==> config.mk <==
export PLATFORM = sky130hd
export DESIGN_NAME = ir_mark_space_transmitter_top
export DESIGN_NICKNAME = d
export VERILOG_FILES = /design/src/design/irmst_pkg.sv /design/src/design/ir_mark_space_transmitter_top.sv
export SDC_FILE = /design/constraint.sdc
export NUM_CORES = 1
export LEC_CHECK = 0
export BUFFER_PORTS_ARGS = -buffer_cell sky130_fd_sc_hd__buf_2
export CAP_MARGIN = 20
export CELL_PAD_IN_SITES_DETAIL_PLACEMENT = 0
export CELL_PAD_IN_SITES_GLOBAL_PLACEMENT = 1
export CORE_UTILIZATION = 41
export CTS_CLUSTER_SIZE = 16
export DETAILED_ROUTE_END_ITERATION = 10
export PLACE_DENSITY_LB_ADDON = 0.1
export SYNTH_ARGS = -nofsm -noshare
export SYNTH_HDL_FRONTEND = slang
export SYNTH_SLANG_ARGS = --single-unit
==> constraint.sdc <==
create_clock -name clk -period 3.15 [get_ports clk]
set_input_delay 0.315 -clock clk [delete_from_list [all_inputs] [get_ports clk]]
set_output_delay 0.315 -clock clk [all_outputs]
set_load 0.02 [all_outputs]
==> src/design/irmst_pkg.sv <==
// Package for the infrared mark/space transmitter.
// Holds the input and result word types and the sample-unit scale.
// No dependencies.
package irmst_pkg;

	// Carrier cycles per duration unit.
	localparam int unsigned SAMPLE_UNITS = 1;

	localparam logic CMD_TICK = 1'b0;
	localparam logic CMD_LOAD = 1'b1;

	typedef struct packed {
		logic       command;
		logic [7:0] duration;
		logic       first;
		logic       last;
	} irmst_in_t;

	typedef struct packed {
		logic pin_level;
		logic segment_done;
		logic sequence_done;
		logic busy_res;
		logic rejected;
	} irmst_out_t;

endpackage

==> src/design/ir_mark_space_transmitter_top.sv <==
// Infrared mark/space transmitter, top level.
// The result word of an accepted input word is registered and is valid in the cycle after acceptance.
// Throughput: one word per cycle while out_ready is high; the result register frees itself when taken.
// Reset (arst_n low): idle, pin low, next segment a mark, carrier_period 26.
// Depends on irmst_pkg.
module ir_mark_space_transmitter_top
	import irmst_pkg::*;
(
	input  logic       clk,
	input  logic       arst_n,
	input  logic       in_valid,
	output logic       in_ready,
	input  irmst_in_t  in_data,
	output logic       out_valid,
	input  logic       out_ready,
	output irmst_out_t out_data,
	input  logic       cfg_valid,
	output logic       cfg_ready,
	input  logic [7:0] cfg_data
);

	logic [7:0]  carrier_period_q;
	logic [15:0] cycles_left_q;
	logic [7:0]  tick_count_q;
	logic        in_mark_q;
	logic        carrier_high_q;
	logic        playing_q;
	logic        final_segment_q;
	logic        out_valid_q;
	irmst_out_t  out_data_q;

	logic [15:0] cycles_left_d;
	logic [7:0]  tick_count_d;
	logic        in_mark_d;
	logic        carrier_high_d;
	logic        playing_d;
	logic        final_segment_d;
	irmst_out_t  result_d;

	logic        accept;
	logic [6:0]  phase_ticks;
	logic [7:0]  space_ticks;
	logic [8:0]  tick_inc;
	logic [15:0] load_cycles;
	logic [15:0] cycles_dec;
	logic        cycle_end;
	logic        finish;

	assign cfg_ready = 1'b1;
	assign in_ready  = !out_valid_q || out_ready;
	assign accept    = in_valid && in_ready;
	assign out_valid = out_valid_q;
	assign out_data  = out_data_q;

	// A period of 0 or 1 still gives each phase one tick.
	assign phase_ticks = (carrier_period_q[7:1] == 7'd0) ? 7'd1 : carrier_period_q[7:1];
	assign space_ticks = (carrier_period_q == 8'd0) ? 8'd1 : carrier_period_q;
	assign tick_inc    = {1'b0, tick_count_q} + 9'd1;
	assign load_cycles = 16'(in_data.duration * 16'(SAMPLE_UNITS));
	assign cycles_dec  = cycles_left_q - 16'd1;

	always_comb begin
		cycles_left_d   = cycles_left_q;
		tick_count_d    = tick_count_q;
		in_mark_d       = in_mark_q;
		carrier_high_d  = carrier_high_q;
		playing_d       = playing_q;
		final_segment_d = final_segment_q;
		result_d        = '0;
		cycle_end       = 1'b0;
		finish          = 1'b0;

		if (in_data.command == CMD_LOAD) begin
			if (playing_q) begin
				result_d.rejected = 1'b1;
			end else begin
				if (in_data.first) begin
					in_mark_d = 1'b1;
				end
				final_segment_d = in_data.last;
				tick_count_d    = 8'd0;
				cycles_left_d   = load_cycles;
				if (load_cycles == 16'd0) begin
					finish = 1'b1;
				end else begin
					playing_d      = 1'b1;
					carrier_high_d = in_mark_d;
				end
			end
		end else if (playing_q) begin
			if (in_mark_q) begin
				cycle_end = tick_inc >= {1'b0, phase_ticks, 1'b0};
			end else begin
				cycle_end = tick_inc >= {1'b0, space_ticks};
			end
			if (cycle_end) begin
				tick_count_d  = 8'd0;
				cycles_left_d = cycles_dec;
				if (cycles_dec == 16'd0) begin
					finish = 1'b1;
				end else begin
					carrier_high_d = in_mark_q;
				end
			end else begin
				tick_count_d = tick_inc[7:0];
				// Second half of a mark cycle drops the carrier.
				if (in_mark_q && tick_inc >= {2'b00, phase_ticks}) begin
					carrier_high_d = 1'b0;
				end
			end
		end

		if (finish) begin
			playing_d             = 1'b0;
			carrier_high_d        = 1'b0;
			tick_count_d          = 8'd0;
			cycles_left_d         = 16'd0;
			result_d.segment_done = 1'b1;
			if (final_segment_d) begin
				result_d.sequence_done = 1'b1;
				in_mark_d              = 1'b1;
				final_segment_d        = 1'b0;
			end else begin
				in_mark_d = !in_mark_d;
			end
		end

		result_d.pin_level = playing_d && in_mark_d && carrier_high_d;
		result_d.busy_res  = playing_d;
	end

	always_ff @(posedge clk or negedge arst_n) begin
		if (!arst_n) begin
			carrier_period_q <= 8'd26;
			cycles_left_q    <= 16'd0;
			tick_count_q     <= 8'd0;
			in_mark_q        <= 1'b1;
			carrier_high_q   <= 1'b0;
			playing_q        <= 1'b0;
			final_segment_q  <= 1'b0;
			out_valid_q      <= 1'b0;
		end else begin
			if (cfg_valid && cfg_ready) begin
				carrier_period_q <= cfg_data;
			end
			if (accept) begin
				cycles_left_q   <= cycles_left_d;
				tick_count_q    <= tick_count_d;
				in_mark_q       <= in_mark_d;
				carrier_high_q  <= carrier_high_d;
				playing_q       <= playing_d;
				final_segment_q <= final_segment_d;
				out_valid_q     <= 1'b1;
			end else if (out_ready) begin
				out_valid_q <= 1'b0;
			end
		end
	end

	always_ff @(posedge clk) begin
		if (accept) begin
			out_data_q <= result_d;
		end
	end

	// A rejected load only happens while a segment plays.
	assert property (@(posedge clk) disable iff (!arst_n)
		out_valid_q && out_data_q.rejected |-> out_data_q.busy_res)
		else $error("rejected word without busy");

	assert property (@(posedge clk) disable iff (!arst_n)
		out_valid_q && out_data_q.sequence_done |-> out_data_q.segment_done)
		else $error("sequence done without segment done");

	assert property (@(posedge clk) disable iff (!arst_n)
		!playing_q |-> !carrier_high_q && tick_count_q == 8'd0 && cycles_left_q == 16'd0)
		else $error("idle with live segment state");

	// The pin is only high while a mark segment is playing.
	assert property (@(posedge clk) disable iff (!arst_n)
		out_valid_q && out_data_q.pin_level |-> out_data_q.busy_res && in_mark_q)
		else $error("pin high outside a mark");

endmodule

Yosys cells after proc, flatten, opt, wreduce, memory -nomap -nowiden:

Cells that the tools add are included.

* flip-flop bits (word level): 42
* latch bits: 0
* bits in writable memories: 0
* ROM bits: 0
* bits of input ports: 24
* output and inout bits: 8
* memories kept: 0

* add/sub/neg operators: 2
* $mul: 0
* div/mod/pow operators: 0
* $lt $le $gt $ge: 3
* equal/unequal tests: 1
* shift-type cells: 0
* mux-type cells: 46
* bitwise operators: 0
* reduce and logical (&&, ||, !) cells: 16

Operators with widths (number)
* $mux 16: 5
* $mux 8: 6
* $mux 1: 33
* $logic_not 16->1: 2
* $ge 9x8->1: 2
* $sub 16x1->16 const B: 1
* $add 8x1->9 const B: 1
* $ge 9x7->1: 1
* $logic_not 8->1: 1
* $logic_not 7->1: 1
* $mux 7: 1
* $reduce_bool 3->1: 2
* $logic_and 1x1->1: 4
* $reduce_and 4->1: 1
* $ne 3x2->1 const B: 1
* $reduce_and 3->1: 1
* $logic_not 1->1: 2
* $mux 2: 1
* $reduce_bool 2->1: 1
* $logic_or 1x1->1: 1

Logic depth before layout (Yosys ltp):

* word-level depth: 12
* depth in mapped cells: 15
* mapped depth without buffers: 14

Worst setup path before layout:

Ideal clock, no wire load.

* path type: register to register
* start: register tick_count_q[0]
* end: register tick_count_q[6]
* library setup time: 0.082 ns
* arrival: 3.118 ns
* data required time: 3.068 ns
* path slack: -0.050 ns
* stages on the path, launching flop included: 15
* path buffers: 2
* clock period less this slack: 3.200 ns
* cell sequence: dfrtp_1 -> ha_1 -> and3_1 -> nand3_1 -> nand2_1 -> nand2_1 -> ha_1 -> a211oi_1 -> a21oi_1 -> or4b_1 -> buf_2 -> a21oi_2 -> buf_2 -> nand2_1 -> o22ai_1

* word-level cells in the longest chain between the ends: 10
* elaborated cells between the ends (all ways): 16
* those cells by class: 1 x add/sub; 2 x order compare; 1 x eq/ne; 10 x mux; 2 x reduce/logical

RTL lines
* start: declaration: line ir_mark_space_transmitter_top.sv:24 `logic [7:0] tick_count_q;`
* start signal: assignment: line ir_mark_space_transmitter_top.sv:148 `tick_count_q <= tick_count_d;`
* $add 8x1->9 (*): line ir_mark_space_transmitter_top.sv:58 `assign tick_inc = {1'b0, tick_count_q} + 9'd1;`
* $ge 9x8->1 (on tied branches): line ir_mark_space_transmitter_top.sv:94, ir_mark_space_transmitter_top.sv:92
* $mux 1: line ir_mark_space_transmitter_top.sv:91 `if (in_mark_q) begin`
* $mux 1: line ir_mark_space_transmitter_top.sv:90 `end else if (playing_q) begin`
* $mux 1: line ir_mark_space_transmitter_top.sv:73 `if (in_data.command == CMD_LOAD) begin`
* $mux 1: line ir_mark_space_transmitter_top.sv:96 `if (cycle_end) begin`
* $mux 1: line ir_mark_space_transmitter_top.sv:90
* $mux 1: line ir_mark_space_transmitter_top.sv:73
* $ne 3x2->1 (no line) or $reduce_bool 3->1 (tied branches)
* $reduce_and 3->1 (no line)

Every way passes the cells marked *; elsewhere a longest branch is shown, timed or not. The select of a mux whose other input is x is not followed.
A chain may end at the register's enable or synchronous reset.

Worst setup path after layout:

* start: register tick_count_q[1]
* end: register cycles_left_q[13]

* word-level cells in the longest chain between the ends: 10
* elaborated cells between the ends (all ways): 14
* those cells by class: 1 x add/sub; 2 x order compare; 1 x eq/ne; 7 x mux; 3 x reduce/logical

RTL lines
* $add 8x1->9 (*): line ir_mark_space_transmitter_top.sv:58
* $ge 9x8->1 (on tied branches): line ir_mark_space_transmitter_top.sv:94, ir_mark_space_transmitter_top.sv:92
* $mux 1 (*): line ir_mark_space_transmitter_top.sv:91
* $mux 1 (*): line ir_mark_space_transmitter_top.sv:90
* $mux 1 (*): line ir_mark_space_transmitter_top.sv:73
* $mux 1: line ir_mark_space_transmitter_top.sv:96
* $mux 1: line ir_mark_space_transmitter_top.sv:90
* $mux 1: line ir_mark_space_transmitter_top.sv:73
* $ne 3x2->1 (no line) or $reduce_bool 3->1 (tied branches)
* $reduce_and 4->1 (no line)
* end signal: assignment: line ir_mark_space_transmitter_top.sv:147 `cycles_left_q <= cycles_left_d;`
* end: declaration: line ir_mark_space_transmitter_top.sv:23 `logic [15:0] cycles_left_q;`

Marks and branches as above.

==> summary.txt <==
Clock tree
  • CTS clk-pin slew, worst paths: 0.10 ns
  • H-tree depth: 2
  • CTS sink cnt: 42
  • Skew-Pair Late Insertion Delay: 0.30 ns
  • CTS tree: done
  • Clock buffer depth: 2
  • CTS Root Cell: clkbuf_8
  • CTS Hold Buffers Added: 0
  • CTS buffer count: 5

Drt
  • Vias per inst: 5.62
  • DRT antenna net count: 0
  • Routed len/inst: 16.1 um
  • Residual DRC: 0
  • DRT iter0 DRCs: 126
  • Initial DRT Pass Iterations: 4
  • Detailed Route WL: 8.90 mm
  • Via count: 3097

GRT
  • Vias in the first global route: 2946
  • First-pass GRT wire length: 14.6 mm
  • GRT Total Usage: 21.6%
  • Largest net degree at the start of global routing: 38
  • Grt total ovfl: 0
  • Antenna violations before repair: 0

Cells and area
  • Post-route cell area: 0.00426 mm^2
  • Final #Nets: 498
  • Diodes inserted: 0
  • Layout cells sized above 1: 32.5%
  • Final Non-Filler Cells: 551
  • P&R area growth vs syn: 27.4%

Floorplanning
  • Core area: 0.00781 mm^2
  • Die span in x: 92.3 um
  • Ports: 32
  • DIE HEIGHT: 92.3 um
  • Die footprint: 0.00852 mm^2
  • Row cnt: 32
  • Initial Util: 42.8%

Logic synthesis
  • YS warnings: 0
  • Most common cell in the netlist: nand2_1
  • Unique masters post-synth: 74
  • Synth async-reset ratio: 88.1%
  • Sequential-to-total area share from yosys stat: 32.3%
  • Post-Syn Nets: 436
  • Flops & latches, synth: 42
  • Post-synth top cells: nand2_1 (35), dfrtp_1 (33), inv_1 (31), ha_1 (26), o21ai_0 (22)
  • Synth Flop Type: dfrtp_1
  • Cells after synthesis: 386
  • Yosys top cell area share: 24.7%
  • Post-synth EDFFs: 5
  • Area leader, netlist: dfrtp_1
  • Mapped Avg Cell Area: 8.66 um^2
  • Post-Syn Area: 0.00334 mm^2
  • Synth area leaders: dfrtp_1 (25%), ha_1 (9.7%), edfxtp_1 (4.5%)

Worst setup path
  • Crit path capture: cycles_left_q[13]
  • CP startpoint: tick_count_q[1]
  • Critical path peak fanout: 8
  • Flop2flop setup slack: 0.09 ns
  • Arr. time, crit path: 3.27 ns
  • Reg2reg path depth: 14
  • Worst r2r src: tick_count_q[1]
  • Reg2reg end: cycles_left_q[13]
  • Setup Crit Path Kind: flip-flop to flip-flop
  • Element type at the critical path start: flip-flop
  • Required time of the critical path: 3.36 ns
  • Setup crit end kind: flip-flop

Power and ir drop
  • Flop pwr share: 34.3%
  • Switch share: 36.5%
  • NetSw: 0.764 mW
  • Pleak: 1.84 nW
  • Clock power frac: 24.7%
  • Internal power: 1.33 mW
  • Power, Total: 2.09 mW
  • Comb power frac: 41.0%
  • PD cells: 491 mW/mm^2
  • Max VDD drop: 0.258 mV

Placement
  • IO Port Bufs: 30
  • Placed cells: 535
  • Dpl cell area: 0.00381 mm^2
  • Final GP Congestion: 0.869
  • HPWL Detailed: 6.68 mm

Flow run
  • Maxcap violations: 0

STA
  • Final period util: 97.2%
  • Worst relative slew slack: 40.9%
  • Worst-Margin Slew: 0.887 ns
  • Pins Over Slew Limit: 0
  • Final setup vio count: 0
  • RSZ-0062 raised after global routing: true
  • Tmin final: 3.06 ns
  • Final hold vios: 0
  • FMAX: 327 MHz
  • Skew final: 0.0173 ns

Outcome
  • Outcome: complete, no violations

Hold path
  • Hold Path Class: primary input to async pin
worst min path at each step:
stage | depth (start not counted) | slack [ns] | start | endpoint
final | 1 | 0.13 | arst_n | final_segment_q
after global routing | 1 | 0.20 | arst_n | cycles_left_q[5]
after floorplan | 0 | 0.02 | arst_n | carrier_high_q
after global placement | 2 | 0.48 | tick_count_q[1] | tick_count_q[1]
after detailed placement | 1 | 0.49 | arst_n | carrier_period_q[2]
after CTS | 1 | 0.16 | arst_n | out_valid
logic make-up after synthesis:
kind of cell	Yosys count	synth area share, %
flip-flops	42	32.3
other	1	0.112
XOR/XNOR	7	2.06
adder cells (fa/ha/maj)	26	9.73
AO/OA/AOI/OAI	106	21.9
multiplexers	5	1.57
buffers and inverters	51	6.48
AND/OR/NAND/NOR	148	25.8
power groups by stage:
stage                     Sequential (mW)  Clock, mW  Combinational [mW]
after global routing                0.733      0.544               0.946
after detailed placement            0.721          0               0.755
after floorplan                     0.697          0               0.523
final                               0.718      0.516               0.857
after global placement              0.722          0               0.750
after CTS                           0.715      0.520               0.810
per-stage QoR:
step / util (%) / hold slack (ns) / setup slack [ns] / setup TNS [ns]
final: 54.5 / 0.128 / 0.0888 / 0
after floorplan: - / 0.0194 / 0.000226 / 0
after global placement: 48.8 / 0.484 / -0.0659 / -0.228
after global routing: 54.5 / 0.195 / -0.0412 / -0.260
after CTS: 52.0 / 0.159 / 0.000513 / 0
after detailed placement: 48.8 / 0.489 / -0.173 / -2.34
layout make-up:
| class | count | area (um^2) |
|---|---|---|
| Clock buffer | 5 | 68.8 |
| Clock inverter | 3 | 63.8 |
| Fill cell | 736 | 3550 |
| Inverter | 33 | 124 |
| Multi-Input combinational cell | 293 | 2270 |
| Sequential cell | 42 | 1080 |
| Tap cell | 102 | 128 |
| Timing Repair Buffer | 73 | 520 |
layout by cell type, fill, tap and decap left out, types with 6 or more instances in the layout:
master,count
buf_4,37
dfrtp_1,33
nand2_1,32
inv_1,30
buf_2,30
ha_1,21
o21ai_0,20
nor2_1,19
a21oi_1,18
nand3_1,17
nand4_1,12
nor3_1,8
o22ai_1,8
a211oi_1,6
nand2b_1,6
worst max-delay path, stage by stage, from the launching register on:
cell and delay (ns):
dfrtp_1 0.43, and3_4 0.22, buf_6 0.10, nand4_1 0.13, xor2_2 0.22, inv_2 0.12, ha_4 0.21, nand4_1 0.07
o21bai_1 0.10, or4b_4 0.60, buf_6 0.15, a21oi_4 0.24, buf_12 0.17, a211oi_1 0.05, o22ai_1 0.18
per-layer routing:
metal / wire length [um] / vias up / global-route usage, %
li1: - / 1543 / -
met1: 4220 / 1476 / 29.5
met2: 4200 / 67 / 35.7
met3: 344 / 11 / 3.48
met4: 138 / 0 / 5.21
met5: 0 / - / 0
state kept, by name, summed over array words and instances, names as in the netlist:
register          cells
cycles_left_q        16
carrier_period_q      8
tick_count_q          8
out_data              5
carrier_high_q        1
final_segment_q       1
in_mark_q             1
out_valid             1
playing_q             1
repair_timing:
item	4_1_cts	5_1_grt
buffers inserted	3	4
pin swaps	4	20
gates cloned	1	0
endpoints found under the setup margin	28	24
resized for setup	12	31
(Power assumes the default switching activity.)
